File: src/sv/ctlex_pkg.sv
package ctlex_pkg;

  localparam int MAX_RES = 5;
  localparam int Q_DEPTH = 4;

  localparam logic [4:0] K_STR      = 5'd0;
  localparam logic [4:0] K_CHR      = 5'd1;
  localparam logic [4:0] K_NUM      = 5'd2;
  localparam logic [4:0] K_IDENT    = 5'd3;
  localparam logic [4:0] K_SEMI     = 5'd4;
  localparam logic [4:0] K_COND     = 5'd5;
  localparam logic [4:0] K_OPASSIGN = 5'd6;
  localparam logic [4:0] K_BINOP    = 5'd7;
  localparam logic [4:0] K_EQUALS   = 5'd8;
  localparam logic [4:0] K_LPAREN   = 5'd9;
  localparam logic [4:0] K_RPAREN   = 5'd10;
  localparam logic [4:0] K_LBRACK   = 5'd11;
  localparam logic [4:0] K_RBRACK   = 5'd12;
  localparam logic [4:0] K_LBRACE   = 5'd13;
  localparam logic [4:0] K_RBRACE   = 5'd14;
  localparam logic [4:0] K_DOT      = 5'd15;
  localparam logic [4:0] K_COLON    = 5'd16;
  localparam logic [4:0] K_COMMA    = 5'd17;
  localparam logic [4:0] K_NOT      = 5'd18;
  localparam logic [4:0] K_AMP      = 5'd19;
  localparam logic [4:0] K_TILDE    = 5'd20;

  localparam logic [1:0] E_NONE    = 2'd0;
  localparam logic [1:0] E_OPENSTR = 2'd1;
  localparam logic [1:0] E_BADCHR  = 2'd2;

  localparam logic [7:0] CH_LF = 8'h0A;
  localparam logic [7:0] CH_CR = 8'h0D;

  typedef enum logic [3:0] {
    M_IDLE, M_IDENT, M_NUM, M_OP, M_LCOM, M_BCOM, M_BSTAR,
    M_STR, M_STRESC, M_CHOPEN, M_CHESC, M_CHFULL, M_CHEMPTY
  } mode_t;

  typedef struct packed {
    logic [4:0] kind;
    logic [7:0] text;
    logic       valid;
    logic       tend;
    logic [1:0] err;
    logic       new_line;
  } res_t;

  typedef struct packed {
    res_t [MAX_RES-1:0] ent;
    logic [2:0]         cnt;
    logic [15:0]        line_old;
    logic [15:0]        line_new;
  } burst_t;

  typedef struct packed {
    logic full;
    logic empty;
  } qstat_t;

  function automatic res_t mk_res(input logic [4:0] k, input logic [7:0] t, input logic v,
                                  input logic e, input logic [1:0] er, input logic nl);
    res_t r;
    r.kind     = k;
    r.text     = t;
    r.valid    = v;
    r.tend     = e;
    r.err      = er;
    r.new_line = nl;
    return r;
  endfunction

  function automatic logic is_digit(input logic [7:0] b);
    return b >= "0" && b <= "9";
  endfunction

  function automatic logic is_alpha(input logic [7:0] b);
    return (b >= "a" && b <= "z") || (b >= "A" && b <= "Z");
  endfunction

  function automatic logic is_space(input logic [7:0] b);
    return b == " " || (b >= 8'h09 && b <= CH_CR);
  endfunction

endpackage

File: src/sv/ctlex_front.sv
module ctlex_front #(
  parameter int LINE_BITS = 16
) (
  input  logic                clk,
  input  logic                rst,
  input  logic                in_valid,
  input  logic [7:0]          byte_value,
  input  logic                end_of_input,
  input  logic                stall,
  output logic                push,
  output ctlex_pkg::burst_t   burst
);
  import ctlex_pkg::*;

  typedef struct packed {
    logic       hit;
    logic [4:0] kind;
  } kind_hit_t;

  mode_t                mode, mode_next;
  logic [7:0]           pend, pend_next;
  logic [7:0]           held, held_next;
  logic                 dot_seen, dot_seen_next;
  logic [LINE_BITS-1:0] line_count, line_count_next;
  logic                 err_latched, err_latched_next;

  logic accept;

  function automatic logic [15:0] sat16(input logic [LINE_BITS-1:0] v);
    if ((v >> 16) != '0) return 16'hFFFF;
    return 16'(v);
  endfunction

  function automatic kind_hit_t punct_kind(input logic [7:0] b);
    kind_hit_t r;
    r.hit = 1'b1;
    case (b)
      ";":     r.kind = K_SEMI;
      "(":     r.kind = K_LPAREN;
      ")":     r.kind = K_RPAREN;
      "[":     r.kind = K_LBRACK;
      "]":     r.kind = K_RBRACK;
      "{":     r.kind = K_LBRACE;
      "}":     r.kind = K_RBRACE;
      ".":     r.kind = K_DOT;
      ":":     r.kind = K_COLON;
      ",":     r.kind = K_COMMA;
      "~":     r.kind = K_TILDE;
      default: begin
        r.hit  = 1'b0;
        r.kind = K_STR;
      end
    endcase
    return r;
  endfunction

  function automatic kind_hit_t flush_kind(input logic [7:0] p);
    kind_hit_t r;
    r.hit = 1'b1;
    case (p)
      "/", "+", "-", "*": r.kind = K_BINOP;
      "=":                r.kind = K_EQUALS;
      ">", "<":           r.kind = K_COND;
      "!":                r.kind = K_NOT;
      "&":                r.kind = K_AMP;
      default: begin
        r.hit  = 1'b0;
        r.kind = K_STR;
      end
    endcase
    return r;
  endfunction

  assign accept = in_valid && !stall;

  always_ff @(posedge clk) begin
    if (rst) begin
      mode        <= M_IDLE;
      pend        <= '0;
      held        <= '0;
      dot_seen    <= 1'b0;
      line_count  <= LINE_BITS'(1);
      err_latched <= 1'b0;
    end else if (accept) begin
      mode        <= mode_next;
      pend        <= pend_next;
      held        <= held_next;
      dot_seen    <= dot_seen_next;
      line_count  <= line_count_next;
      err_latched <= err_latched_next;
    end
  end

  always_comb begin
    logic [7:0]         b;
    logic               lf;
    logic               bumped;
    logic               do_start;
    logic [2:0]         n;
    res_t [MAX_RES-1:0] ents;
    kind_hit_t          fk;
    kind_hit_t          pk;
    mode_t              m;

    b                = byte_value;
    lf               = (b == CH_LF);
    bumped           = 1'b0;
    do_start         = 1'b0;
    n                = '0;
    ents             = '0;
    fk               = '0;
    pk               = '0;
    m                = mode;
    pend_next        = pend;
    held_next        = held;
    dot_seen_next    = dot_seen;
    line_count_next  = line_count;
    err_latched_next = err_latched;

    if (!err_latched) begin
      case (m)
        M_IDENT: begin
          if (is_alpha(b) || is_digit(b) || b == "_") begin
            ents[n] = mk_res(K_IDENT, b, 1'b1, 1'b0, E_NONE, bumped);
            n = n + 3'd1;
          end else begin
            ents[n] = mk_res(K_IDENT, 8'h00, 1'b0, 1'b1, E_NONE, bumped);
            n = n + 3'd1;
            do_start = 1'b1;
          end
        end
        M_NUM: begin
          if (is_digit(b) || (b == "." && !dot_seen_next)) begin
            if (b == ".") dot_seen_next = 1'b1;
            ents[n] = mk_res(K_NUM, b, 1'b1, 1'b0, E_NONE, bumped);
            n = n + 3'd1;
          end else begin
            ents[n] = mk_res(K_NUM, 8'h00, 1'b0, 1'b1, E_NONE, bumped);
            n = n + 3'd1;
            do_start = 1'b1;
          end
        end
        M_OP: begin
          m = M_IDLE;
          if (pend == "/" && b == "/") begin
            m = M_LCOM;
          end else if (pend == "/" && b == "*") begin
            m = M_BCOM;
          end else if ((pend == "+" || pend == "-") && b == pend) begin
            ents[n] = mk_res(K_OPASSIGN, pend, 1'b1, 1'b0, E_NONE, bumped);
            n = n + 3'd1;
            ents[n] = mk_res(K_OPASSIGN, "=", 1'b1, 1'b0, E_NONE, bumped);
            n = n + 3'd1;
            ents[n] = mk_res(K_OPASSIGN, 8'h00, 1'b0, 1'b1, E_NONE, bumped);
            n = n + 3'd1;
            ents[n] = mk_res(K_NUM, "1", 1'b1, 1'b0, E_NONE, bumped);
            n = n + 3'd1;
            ents[n] = mk_res(K_NUM, 8'h00, 1'b0, 1'b1, E_NONE, bumped);
            n = n + 3'd1;
          end else if (b == "=" && pend inside {"=", "!", ">", "<"}) begin
            ents[n] = mk_res(K_COND, pend, 1'b1, 1'b0, E_NONE, bumped);
            n = n + 3'd1;
            ents[n] = mk_res(K_COND, "=", 1'b1, 1'b0, E_NONE, bumped);
            n = n + 3'd1;
            ents[n] = mk_res(K_COND, 8'h00, 1'b0, 1'b1, E_NONE, bumped);
            n = n + 3'd1;
          end else if ((pend == "|" || pend == "&") && b == pend) begin
            ents[n] = mk_res(K_COND, pend, 1'b1, 1'b0, E_NONE, bumped);
            n = n + 3'd1;
            ents[n] = mk_res(K_COND, pend, 1'b1, 1'b0, E_NONE, bumped);
            n = n + 3'd1;
            ents[n] = mk_res(K_COND, 8'h00, 1'b0, 1'b1, E_NONE, bumped);
            n = n + 3'd1;
          end else if (b == "=" && pend inside {"+", "-", "*", "/"}) begin
            ents[n] = mk_res(K_OPASSIGN, pend, 1'b1, 1'b0, E_NONE, bumped);
            n = n + 3'd1;
            ents[n] = mk_res(K_OPASSIGN, "=", 1'b1, 1'b0, E_NONE, bumped);
            n = n + 3'd1;
            ents[n] = mk_res(K_OPASSIGN, 8'h00, 1'b0, 1'b1, E_NONE, bumped);
            n = n + 3'd1;
          end else begin
            fk = flush_kind(pend);
            if (fk.hit) begin
              ents[n] = mk_res(fk.kind, pend, 1'b1, 1'b0, E_NONE, bumped);
              n = n + 3'd1;
              ents[n] = mk_res(fk.kind, 8'h00, 1'b0, 1'b1, E_NONE, bumped);
              n = n + 3'd1;
            end
            do_start = 1'b1;
          end
        end
        M_LCOM: begin
          if (lf) begin
            if (line_count_next != '1) line_count_next = line_count_next + LINE_BITS'(1);
            bumped = 1'b1;
            m = M_IDLE;
          end
        end
        M_BCOM, M_BSTAR: begin
          if (lf) begin
            if (line_count_next != '1) line_count_next = line_count_next + LINE_BITS'(1);
            bumped = 1'b1;
          end
          if (m == M_BSTAR && b == "/") m = M_IDLE;
          else m = (b == "*") ? M_BSTAR : M_BCOM;
        end
        M_STR: begin
          if (b == "\"") begin
            ents[n] = mk_res(K_STR, 8'h00, 1'b0, 1'b1, E_NONE, bumped);
            n = n + 3'd1;
            m = M_IDLE;
          end else if (b == "\\") begin
            m = M_STRESC;
          end else begin
            ents[n] = mk_res(K_STR, b, 1'b1, 1'b0, E_NONE, bumped);
            n = n + 3'd1;
            if (lf) begin
              if (line_count_next != '1) line_count_next = line_count_next + LINE_BITS'(1);
              bumped = 1'b1;
            end
          end
        end
        M_STRESC: begin
          if (b == "\"") begin
            ents[n] = mk_res(K_STR, b, 1'b1, 1'b0, E_NONE, bumped);
            n = n + 3'd1;
          end else if (b == "n") begin
            ents[n] = mk_res(K_STR, CH_LF, 1'b1, 1'b0, E_NONE, bumped);
            n = n + 3'd1;
          end else if (b == "r") begin
            ents[n] = mk_res(K_STR, CH_CR, 1'b1, 1'b0, E_NONE, bumped);
            n = n + 3'd1;
          end
          if (lf) begin
            if (line_count_next != '1) line_count_next = line_count_next + LINE_BITS'(1);
            bumped = 1'b1;
          end
          m = M_STR;
        end
        M_CHOPEN: begin
          if (b == "\\") begin
            m = M_CHESC;
          end else begin
            held_next = b;
            if (lf) begin
              if (line_count_next != '1) line_count_next = line_count_next + LINE_BITS'(1);
              bumped = 1'b1;
            end
            m = M_CHFULL;
          end
        end
        M_CHESC: begin
          m = M_CHFULL;
          if (b == "'") held_next = b;
          else if (b == "n") held_next = CH_LF;
          else if (b == "r") held_next = CH_CR;
          else m = M_CHEMPTY;
          if (lf) begin
            if (line_count_next != '1) line_count_next = line_count_next + LINE_BITS'(1);
            bumped = 1'b1;
          end
        end
        M_CHFULL: begin
          if (b == "'") begin
            ents[n] = mk_res(K_CHR, held, 1'b1, 1'b0, E_NONE, bumped);
            n = n + 3'd1;
            ents[n] = mk_res(K_CHR, 8'h00, 1'b0, 1'b1, E_NONE, bumped);
            n = n + 3'd1;
          end else begin
            ents[n] = mk_res(K_CHR, 8'h00, 1'b0, 1'b1, E_BADCHR, bumped);
            n = n + 3'd1;
            err_latched_next = 1'b1;
          end
          m = M_IDLE;
        end
        M_CHEMPTY: begin
          if (b == "'") begin
            ents[n] = mk_res(K_CHR, 8'h00, 1'b0, 1'b1, E_NONE, bumped);
            n = n + 3'd1;
          end else begin
            ents[n] = mk_res(K_CHR, 8'h00, 1'b0, 1'b1, E_BADCHR, bumped);
            n = n + 3'd1;
            err_latched_next = 1'b1;
          end
          m = M_IDLE;
        end
        default: do_start = 1'b1;
      endcase

      if (do_start) begin
        pk = punct_kind(b);
        m  = M_IDLE;
        if (is_space(b)) begin
          if (lf) begin
            if (line_count_next != '1) line_count_next = line_count_next + LINE_BITS'(1);
            bumped = 1'b1;
          end
        end else if (b inside {"/", "=", "!", ">", "<", "|", "&", "+", "-", "*"}) begin
          pend_next = b;
          m = M_OP;
        end else if (b == "\"") begin
          m = M_STR;
        end else if (b == "'") begin
          m = M_CHOPEN;
        end else if (pk.hit) begin
          ents[n] = mk_res(pk.kind, b, 1'b1, 1'b0, E_NONE, bumped);
          n = n + 3'd1;
          ents[n] = mk_res(pk.kind, 8'h00, 1'b0, 1'b1, E_NONE, bumped);
          n = n + 3'd1;
        end else if (is_digit(b)) begin
          dot_seen_next = 1'b0;
          ents[n] = mk_res(K_NUM, b, 1'b1, 1'b0, E_NONE, bumped);
          n = n + 3'd1;
          m = M_NUM;
        end else if (is_alpha(b) || b == "_") begin
          ents[n] = mk_res(K_IDENT, b, 1'b1, 1'b0, E_NONE, bumped);
          n = n + 3'd1;
          m = M_IDENT;
        end
      end

      if (end_of_input && !err_latched_next) begin
        case (m)
          M_IDENT: begin
            ents[n] = mk_res(K_IDENT, 8'h00, 1'b0, 1'b1, E_NONE, bumped);
            n = n + 3'd1;
          end
          M_NUM: begin
            ents[n] = mk_res(K_NUM, 8'h00, 1'b0, 1'b1, E_NONE, bumped);
            n = n + 3'd1;
          end
          M_OP: begin
            fk = flush_kind(pend_next);
            if (fk.hit) begin
              ents[n] = mk_res(fk.kind, pend_next, 1'b1, 1'b0, E_NONE, bumped);
              n = n + 3'd1;
              ents[n] = mk_res(fk.kind, 8'h00, 1'b0, 1'b1, E_NONE, bumped);
              n = n + 3'd1;
            end
          end
          M_STR, M_STRESC: begin
            ents[n] = mk_res(K_STR, 8'h00, 1'b0, 1'b1, E_OPENSTR, bumped);
            n = n + 3'd1;
          end
          M_CHOPEN, M_CHESC, M_CHFULL, M_CHEMPTY: begin
            ents[n] = mk_res(K_CHR, 8'h00, 1'b0, 1'b1, E_BADCHR, bumped);
            n = n + 3'd1;
          end
          default: ;
        endcase
        m = M_IDLE;
      end
    end

    burst.ent      = ents;
    burst.cnt      = n;
    burst.line_old = sat16(line_count);
    burst.line_new = sat16(line_count_next);
    push           = accept && (n != 3'd0);

    mode_next = m;
    if (end_of_input) begin
      mode_next        = M_IDLE;
      pend_next        = '0;
      held_next        = '0;
      dot_seen_next    = 1'b0;
      line_count_next  = LINE_BITS'(1);
      err_latched_next = 1'b0;
    end
  end

endmodule

File: src/sv/ctlex_queue.sv
module ctlex_queue (
  input  logic              clk,
  input  logic              rst,
  input  logic              push,
  input  ctlex_pkg::burst_t wdata,
  input  logic              pop,
  output ctlex_pkg::burst_t rdata,
  output ctlex_pkg::qstat_t stat
);
  import ctlex_pkg::*;

  localparam int PW = $clog2(Q_DEPTH);

  burst_t        mem [Q_DEPTH];
  logic [PW-1:0] wptr, rptr;
  logic [PW:0]   count;

  always_ff @(posedge clk) begin
    if (push) mem[wptr] <= wdata;
  end

  always_ff @(posedge clk) begin
    if (rst) begin
      wptr  <= '0;
      rptr  <= '0;
      count <= '0;
    end else begin
      if (push) wptr <= wptr + PW'(1);
      if (pop) rptr <= rptr + PW'(1);
      count <= count + (PW+1)'(push) - (PW+1)'(pop);
    end
  end

  assign rdata      = mem[rptr];
  assign stat.full  = (count == (PW+1)'(Q_DEPTH));
  assign stat.empty = (count == '0);

endmodule

File: src/sv/ctlex_back.sv
module ctlex_back (
  input  logic              clk,
  input  logic              rst,
  input  ctlex_pkg::burst_t head,
  input  ctlex_pkg::qstat_t stat,
  output logic              pop,
  output logic              out_valid,
  input  logic              out_stall,
  output logic [4:0]        token_kind,
  output logic [7:0]        text_byte,
  output logic              byte_valid,
  output logic              token_end,
  output logic [15:0]       line_number,
  output logic [1:0]        error_code,
  output logic              run_last
);
  import ctlex_pkg::*;

  logic [2:0] idx, idx_next;
  logic       advance;
  logic       last_ent;
  res_t       cur;

  assign advance  = !out_valid || !out_stall;
  assign cur      = head.ent[idx];
  assign last_ent = (idx == head.cnt - 3'd1);
  assign pop      = advance && !stat.empty && last_ent;

  always_comb begin
    idx_next = idx;
    if (advance && !stat.empty) idx_next = last_ent ? 3'd0 : idx + 3'd1;
  end

  always_ff @(posedge clk) begin
    if (rst) begin
      out_valid <= 1'b0;
      idx       <= '0;
    end else begin
      idx <= idx_next;
      if (advance) out_valid <= !stat.empty;
    end
  end

  always_ff @(posedge clk) begin
    if (advance && !stat.empty) begin
      token_kind  <= cur.kind;
      text_byte   <= cur.text;
      byte_valid  <= cur.valid;
      token_end   <= cur.tend;
      error_code  <= cur.err;
      line_number <= cur.new_line ? head.line_new : head.line_old;
      run_last    <= last_ent;
    end
  end

endmodule

File: src/sv/c_style_token_lexer_top.sv
// Streaming lexer for a small C-like language.
// Input channel: one source byte per transfer (byte_value, end_of_input),
// handshake in_valid / in_stall. Output channel: one result per transfer,
// handshake out_valid / out_stall. A token leaves as its text bytes
// (byte_valid) followed by an end marker (token_end) with kind and line;
// run_last flags the final result that one input byte caused.
// The front decodes a byte in the cycle it is taken and queues all results
// of that byte (up to five) as one burst; while out_stall is low the back
// sends one result a cycle. Results pass the queue and the output register.
// Throughput: one byte per cycle while bytes give at most one result each
// and out_stall is low; a byte with k results holds the output for all k,
// and the four-burst queue takes input until it fills, then in_stall rises.
// out_stall holds the output register; results are never dropped.
// Reset (rst, synchronous) returns the lexer to idle at line one and empties
// the queue; no clearing pass is needed. end_of_input also restores that
// state after its byte is processed.
module c_style_token_lexer_top #(
  parameter int LINE_BITS = 16
) (
  input  logic        clk,
  input  logic        rst,
  input  logic        in_valid,
  output logic        in_stall,
  input  logic [7:0]  byte_value,
  input  logic        end_of_input,
  output logic        out_valid,
  input  logic        out_stall,
  output logic [4:0]  token_kind,
  output logic [7:0]  text_byte,
  output logic        byte_valid,
  output logic        token_end,
  output logic [15:0] line_number,
  output logic [1:0]  error_code,
  output logic        run_last
);
  import ctlex_pkg::*;

  logic   push, pop;
  burst_t wburst, rburst;
  qstat_t qstat;

  assign in_stall = qstat.full;

  ctlex_front #(.LINE_BITS(LINE_BITS)) u_front (
    .clk          (clk),
    .rst          (rst),
    .in_valid     (in_valid),
    .byte_value   (byte_value),
    .end_of_input (end_of_input),
    .stall        (qstat.full),
    .push         (push),
    .burst        (wburst)
  );

  ctlex_queue u_queue (
    .clk   (clk),
    .rst   (rst),
    .push  (push),
    .wdata (wburst),
    .pop   (pop),
    .rdata (rburst),
    .stat  (qstat)
  );

  ctlex_back u_back (
    .clk         (clk),
    .rst         (rst),
    .head        (rburst),
    .stat        (qstat),
    .pop         (pop),
    .out_valid   (out_valid),
    .out_stall   (out_stall),
    .token_kind  (token_kind),
    .text_byte   (text_byte),
    .byte_valid  (byte_valid),
    .token_end   (token_end),
    .line_number (line_number),
    .error_code  (error_code),
    .run_last    (run_last)
  );

endmodule

File: config.mk
export PLATFORM = sky130hd
export DESIGN_NAME = c_style_token_lexer_top
export DESIGN_NICKNAME = d
export VERILOG_FILES = /design/src/sv/ctlex_pkg.sv /design/src/sv/ctlex_front.sv /design/src/sv/ctlex_queue.sv /design/src/sv/ctlex_back.sv /design/src/sv/c_style_token_lexer_top.sv
export SDC_FILE = /design/constraint.sdc
export NUM_CORES = 1
export LEC_CHECK = 0
export ABC_AREA = 1
export BUFFER_PORTS_ARGS = -buffer_cell sky130_fd_sc_hd__buf_4
export CORE_MARGIN = 10
export CORE_UTILIZATION = 33
export CTS_CLUSTER_DIAMETER = 200
export DETAILED_ROUTE_END_ITERATION = 10
export GPL_TIMING_DRIVEN = 0
export PLACE_DENSITY = 0.58
export RECOVER_POWER = 50
export SLEW_MARGIN = 20
export SYNTH_ARGS = -nofsm -noshare
export SYNTH_HDL_FRONTEND = slang
export SYNTH_HIERARCHICAL = 1
export SYNTH_SLANG_ARGS = --single-unit
File: constraint.sdc
create_clock -name clk -period 9.2 [get_ports clk]
set_input_delay 0.92 -clock clk [delete_from_list [all_inputs] [get_ports clk]]
set_output_delay 0.92 -clock clk [all_outputs]
set_load 0.03 [all_outputs]
==> results.toml, run 1 <==
[yosys]
syn_inst = 3406
synth_mux_area_frac = 0
yosysWarnings = 6
synth-edff-count = 534
avgSynthCellArea_um2 = 8.98
synth_seq_cells = 585
synth-seq-area-share = 0.558
synth_top_family_by_area = "simple AND/OR/NAND/NOR gates"
synth_compound_area_frac = 0.127
ys_types = 58
synth-simple-area-share = 0.204
synth_fa_ha_area_frac = 0.00598
syn_area_mm2 = 0.0306
synthFlopType = "edfxtp_1"
async_reset_ff_frac = 0
synth-xor-area-share = 0.00430

[cells_and_area]
finalNonFillerCells = 4835
layout_commonest_cell = "nand2_1"
layout.nets = 3568
fin_util = 0.375
area_delta_synth_final_pct = 12.5
layout_common_cells = "nand2_1 (903), edfxtp_1 (534), inv_1 (441)"
fill_cells = 9286
layout-drive-gt1-share = 0.0902

[timing]
tns_ps = 0
finalHoldViolCount = 0
fmax_ghz = 0.131
slew_headroom = 0.150
setup_violations = 0
rsz0062_at_grt = "false"
slew_viol_final = 0
fin_worst_skew_ps = 36.4
finalCritPeriodShare = 0.830
period_needed_ps = 7640
tightestPinTransition_ps = 1260

[grt]
grt_overflow = 0
grt_pass1_vias = 22700
grt_pass1_wl_um = 144000
grt.busiest_layer = "met2"
antenna_found_initial = 3
met1_usage = 0.247
use_met2 = 0.275
grtUsageTotal = 0.175
global_route.usage.met3 = 0.0234
grt_max_degree = 84

[route]
firstDrtPassIters = 5
route.detailed.drc = 0
wl_per_cell_um = 20.1
routed_wl_um = 96900
drt_iter0_markers = 2687
num_vias = 24600
routed_via_density = 5.08
antenna_left = 0

[worst_setup_path]
cpMostUsedCell = "nand2_1"
crit_arrival_ps = 7880
cp_slowest_cell = "clkbuf_1"
cp-end-kind = "flop"
cp_max_fo = 64
crit_path_start_kind = "primary input"
cpPeakStageDelay_ps = 680
path_class = "primary input to flop"
worst_ep_required_time_ps = 9450
startpoint = "byte_value[6]"
r2r_start = "u_front/pend[6]$_SDFFE_PP0P_"

[run]
drv_cap = 0

[place]
gp_congestion = 0.974
portBuffers = 45
numPlacedInstances = 4722
dp_hpwl_um = 69000

[floorplan]
die-area_mm2 = 0.105
floorplan.initialDensity = 0.333
die_h_um = 324
std_cell_rows = 111
io-pin-count = 49
chipWidth_um = 324
core_mm2 = 0.0918

[power_and_ir_drop]
leakagePower_nw = 13.7
p_total_w = 0.00893
pwr_density_cell_mw_per_mm2 = 260
max-vdd-ir-drop_mv = 0.152

[cts]
cts_resized = 0
cts_tree = "yes"
cts_max_level = 2
cts.sinks = 585
clock_latency_ps = 640
post-cts-setup-buffers = 0
cts_root_buf = "clkbuf_16"
cts.clk_slew.worst_paths_ps = 60
max-clock-path-buffers = 3
cts_buffers = 60
ctsHoldBuffers = 0

[run_status]
status = "finished, final reports clean"

[min_path]
worstHoldStart = "u_front/held[1]$_SDFFE_PP0P_"
hold_class = "flop to flop"
[logic make-up after synthesis]
group,count (synthesis)
DFF,585
buffers and inverters,664
xor gates and xnor gates,15
other,1
adders and majority gates,14
AOI/OAI and AO/OA,676
and+or+nand+nor,1451
[metal layers]
layer  vias to the layer above  share of wire
met5                         -        0.00013
met4                         2          0.033
met3                       176          0.070
met2                       973           0.45
met1                     11700           0.45
li1                      11700              -
[worst max-delay path: cells and delay by family]
family          cells  cell delay [ps]
buf+inv             9             3450
compound gates      2              450
simple gates       17             2880
[registers in the layout, indices dropped and copies added (netlist names), 2 cells and up, named ones only]
register	cells
u_queue/mem	500
u_back/line_number	16
u_front/line_count	16
u_back/text_byte	8
u_front/held	8
u_front/pend	8
u_back/token_kind	5
u_front/mode	4
u_back/idx	3
u_queue/count	3
u_back/error_code	2
u_queue/rptr	2
u_queue/wptr	2
[where the power goes]
| part | internal [W] | switching (W) | total, W |
|---|---|---|---|
| sequential | 0.00347 | 0.000108 | 0.00357 |
| clock | 0.00144 | 0.00103 | 0.00246 |
| combinational | 0.000736 | 0.00215 | 0.00289 |
[synth_stat cells (all sizes together) (2+ instances only)]
cell type / instances / area [um2]
a31oi: 19 / 119
nor3: 46 / 272
xnor2: 5 / 43.8
a21oi: 243 / 1220
nand3b: 8 / 60.1
buf: 137 / 1070
o311ai: 3 / 26.3
and2: 4 / 25.0
clkbuf: 41 / 170
clkinv: 6 / 23.8
o22ai: 8 / 50.1
nor2: 212 / 897
xor2: 10 / 87.6
or2: 5 / 31.3
a211oi: 3 / 22.5
inv: 480 / 1800
nand2: 915 / 3520
o31ai: 13 / 97.6
a21boi: 4 / 30.0
a221oi: 2 / 17.5
a2111oi: 2 / 17.5
edfxtp: 534 / 16000
ha: 13 / 163
nand3: 224 / 1200
o21a: 4 / 30.0
dfxtp: 51 / 1020
a22oi: 3 / 22.5
nand4: 36 / 231
o211ai: 137 / 1030
o21ai: 230 / 1170
[metrics by stage]
step	hold WS, ps	setup WS (ps)	area (um2)
final	465	1560	34400
after global routing	488	1180	34400
after CTS	467	2700	34800
after detailed placement	457	2050	32700
after global placement	449	-1520	32500
after floorplan	436	2150	30700
[final cells by class]
class                           instances  area, um2  share of cell area
Clock inverter                         37        358              0.0104
Buffer                                178       1180              0.0344
Tap cell                             1243       1560              0.0452
Inverter                              486       1860              0.0540
Multi-Input combinational cell       2179      10400               0.303
Timing Repair Buffer                   51        320             0.00932
Clock buffer                           75       1650              0.0480
Antenna cell                            1       2.50           0.0000728
Sequential cell                       585      17100               0.496
[path summary, 6_finish.rpt]
kind	cells after the start	endpoint	slack, ps
min	2	u_front/held[1]$_SDFFE_PP0P_	460
max	28	u_queue/mem[3][70]$_DFFE_PP_	1560
min reg2reg	2	u_front/held[1]$_SDFFE_PP0P_	460
max reg2reg	28	u_queue/mem[3][70]$_DFFE_PP_	2420
Power figures use the tool's default switching activity.
==> run 2: changes to the inputs <==
--- a/config.mk
+++ b/config.mk
@@ -12,7 +12,7 @@
 export CTS_CLUSTER_DIAMETER = 200
 export DETAILED_ROUTE_END_ITERATION = 10
 export GPL_TIMING_DRIVEN = 0
-export PLACE_DENSITY = 0.58
+export PLACE_DENSITY = 0.6
 export RECOVER_POWER = 50
 export SLEW_MARGIN = 20
 export SYNTH_ARGS = -nofsm -noshare
==> constraint.sdc (replaced) <==
create_clock -name clk -period 6.42 [get_ports clk]
set_input_delay 0.642 -clock clk [delete_from_list [all_inputs] [get_ports clk]]
set_output_delay 0.642 -clock clk [all_outputs]
set_load 0.03 [all_outputs]
==> run 2 against run 1 <==
- clock skew decreased by 6.2 ps
- critical path type is now flop to flop
- highest routed layer is now met4
- clock power is 48% higher
- clock-buffer cell count is 14 higher
- non-clock buffer count is 21 higher
- first-iteration DRC count grew 13%
- die area unchanged
- combinational power is 47% higher
- sequential share of layout area is 0.68 points lower
- core utilization is 0.52 points higher
- cell count grew 0.56%
- worst hold slack worse by 200 ps
==> results.toml, run 2 (same netlist as run 1, synthesis figures left out) <==
[cells_and_area]
layout_commonest_cell = "nand2_1"
area_delta_synth_final_pct = 14.0
fill_cells = 9175
layout_common_cells = "nand2_1 (897), edfxtp_1 (534), inv_1 (432)"
top_register = "u_queue/mem"
largest_reg_flops = 500
reg.largest.list = "u_queue/mem: 500 flops, u_back/line_number: 16 flops, u_front/line_count: 16 flops"
layout.nets = 3595
finalNonFillerCells = 4862
layout-drive-gt1-share = 0.101

[route]
firstDrtPassIters = 8
drt_iter0_markers = 3037
routed_wl_um = 96700
antenna_left = 0
routed_via_density = 5.13
num_vias = 24900
wl_per_cell_um = 19.9
route.detailed.drc = 0

[floorplan]
std_cell_rows = 111
chipWidth_um = 324
die-area_mm2 = 0.105
core_mm2 = 0.0918
io-pin-count = 49
floorplan.initialDensity = 0.333
die_h_um = 324

[cts]
cts_max_level = 3
cts_tree = "yes"
ctsHoldBuffers = 0
cts.clk_slew.worst_paths_ps = 60
cts.sinks = 585
cts_root_buf = "clkbuf_16"
clock_latency_ps = 630
max-clock-path-buffers = 3
cts_buffers = 66

[timing]
slew_viol_final = 0
tns_ps = 0
fin_worst_skew_ps = 30.2
fmax_ghz = 0.166
slew_headroom = 0.111
tightestPinTransition_ps = 1330
setup_violations = 0
finalHoldViolCount = 0
period_needed_ps = 6030
whs_ps = 270
finalCritPeriodShare = 0.939
rsz0062_at_grt = "false"
fin_ws_ps = 391

[grt]
grt_max_degree = 29
grt_pass1_vias = 22700
grtUsageTotal = 0.176
grt_pass1_wl_um = 144000
antenna_found_initial = 2
grt_overflow = 0

[worst_setup_path]
cp-end-kind = "flop"
crit_path_start_kind = "flop"
startpoint = "u_front/pend[4]$_SDFFE_PP0P_"
worst_ep_required_time_ps = 6770
cpPeakStageDelay_ps = 680
cp_max_fo = 25
cpMostUsedCell = "nand2_1"
cp_slowest_cell = "nor2_1"
crit_arrival_ps = 6380
path_class = "flop to flop"
r2r_start = "u_front/pend[4]$_SDFFE_PP0P_"

[power_and_ir_drop]
p_total_w = 0.0130
pwr_density_cell_mw_per_mm2 = 373
max-vdd-ir-drop_mv = 0.189
leakagePower_nw = 13.9

[place]
dp_hpwl_um = 70100
place_ws_ps = -405
portBuffers = 45
gp_congestion = 0.989
numPlacedInstances = 4738

[run]
drv_cap = 0

[min_path]
worstHoldStart = "rst"
hold_class = "primary input to flop"

[run_status]
status = "finished, final reports clean"
## run 2: cell count changes in the layout (fill, tap and decap cells not counted), sizes merged
cell / change
clkinvlp: +1
bufinv: -4
buf: +21
inv: -3
clkinv: -2
clkbuf: +14
## run 2: what timing repair did
| action | 4_1_cts | 5_1_grt |
|---|---|---|
| resized for setup | 1 | 1 |
| pin swaps | 0 | 0 |
| endpoints found under the hold margin | 0 | 0 |
| setup buffers | 0 | 5 |
| gates cloned | 0 | 0 |
| setup endpoints to repair | 1 | 178 |
## run 2: report_power, final
group / switching [W] / internal (W) / leakage, nW
combinational: 0.00309 / 0.00114 / 7.46
clock: 0.00153 / 0.00211 / 1.02
sequential: 0.000156 / 0.00496 / 5.39
total: 0.00478 / 0.00822 / 13.9
## run 2: area by class of cell
type / instances / area, um2 / area share
diodes: 1 / 2.50 / 0.0000718
plain buffers: 178 / 1190 / 0.0343
clock buffers: 89 / 1840 / 0.0528
clock inverters: 29 / 254 / 0.00729
inverters: 486 / 1840 / 0.0529
multi-input cells: 2179 / 10400 / 0.300
flip-flops and latches: 585 / 17100 / 0.489
well taps: 1243 / 1560 / 0.0446
repair buffers: 72 / 671 / 0.0192
## run 2: stage by stage
stage | util | cell area (um2)
CTS | 0.383 | 35200
global route | 0.380 | 34900
floorplan | - | 30700
detailed placement | 0.360 | 33100
finish | 0.380 | 34900
global placement | 0.355 | 32600
## run 2: per-layer routing
layer / part of all wire / vias up / routed length, um / global-route usage
met5: 0 / - / 0 / 0
met4: 0.031 / 0 / 3050 / 0.0619
met3: 0.080 / 178 / 7750 / 0.0276
met2: 0.45 / 1071 / 43300 / 0.275
met1: 0.44 / 11900 / 42600 / 0.243
li1: - / 11800 / - / -
## run 2: final timing paths
kind	to	slack, ps	cells past startpoint
max	u_queue/mem[2][77]$_DFFE_PP_	390	29
min	u_queue/count[1]$_SDFF_PP0_	270	2
max reg2reg	u_queue/mem[2][77]$_DFFE_PP_	390	29
min reg2reg	flop	470	2
## run 2: critical path, delay by kind of cell, from the launching register on
family	cells	cell delay, ps
buffers and inverters	9	2190
DFF	1	300
and+or+nand+nor	19	2980
AOI/OAI and AO/OA	1	200
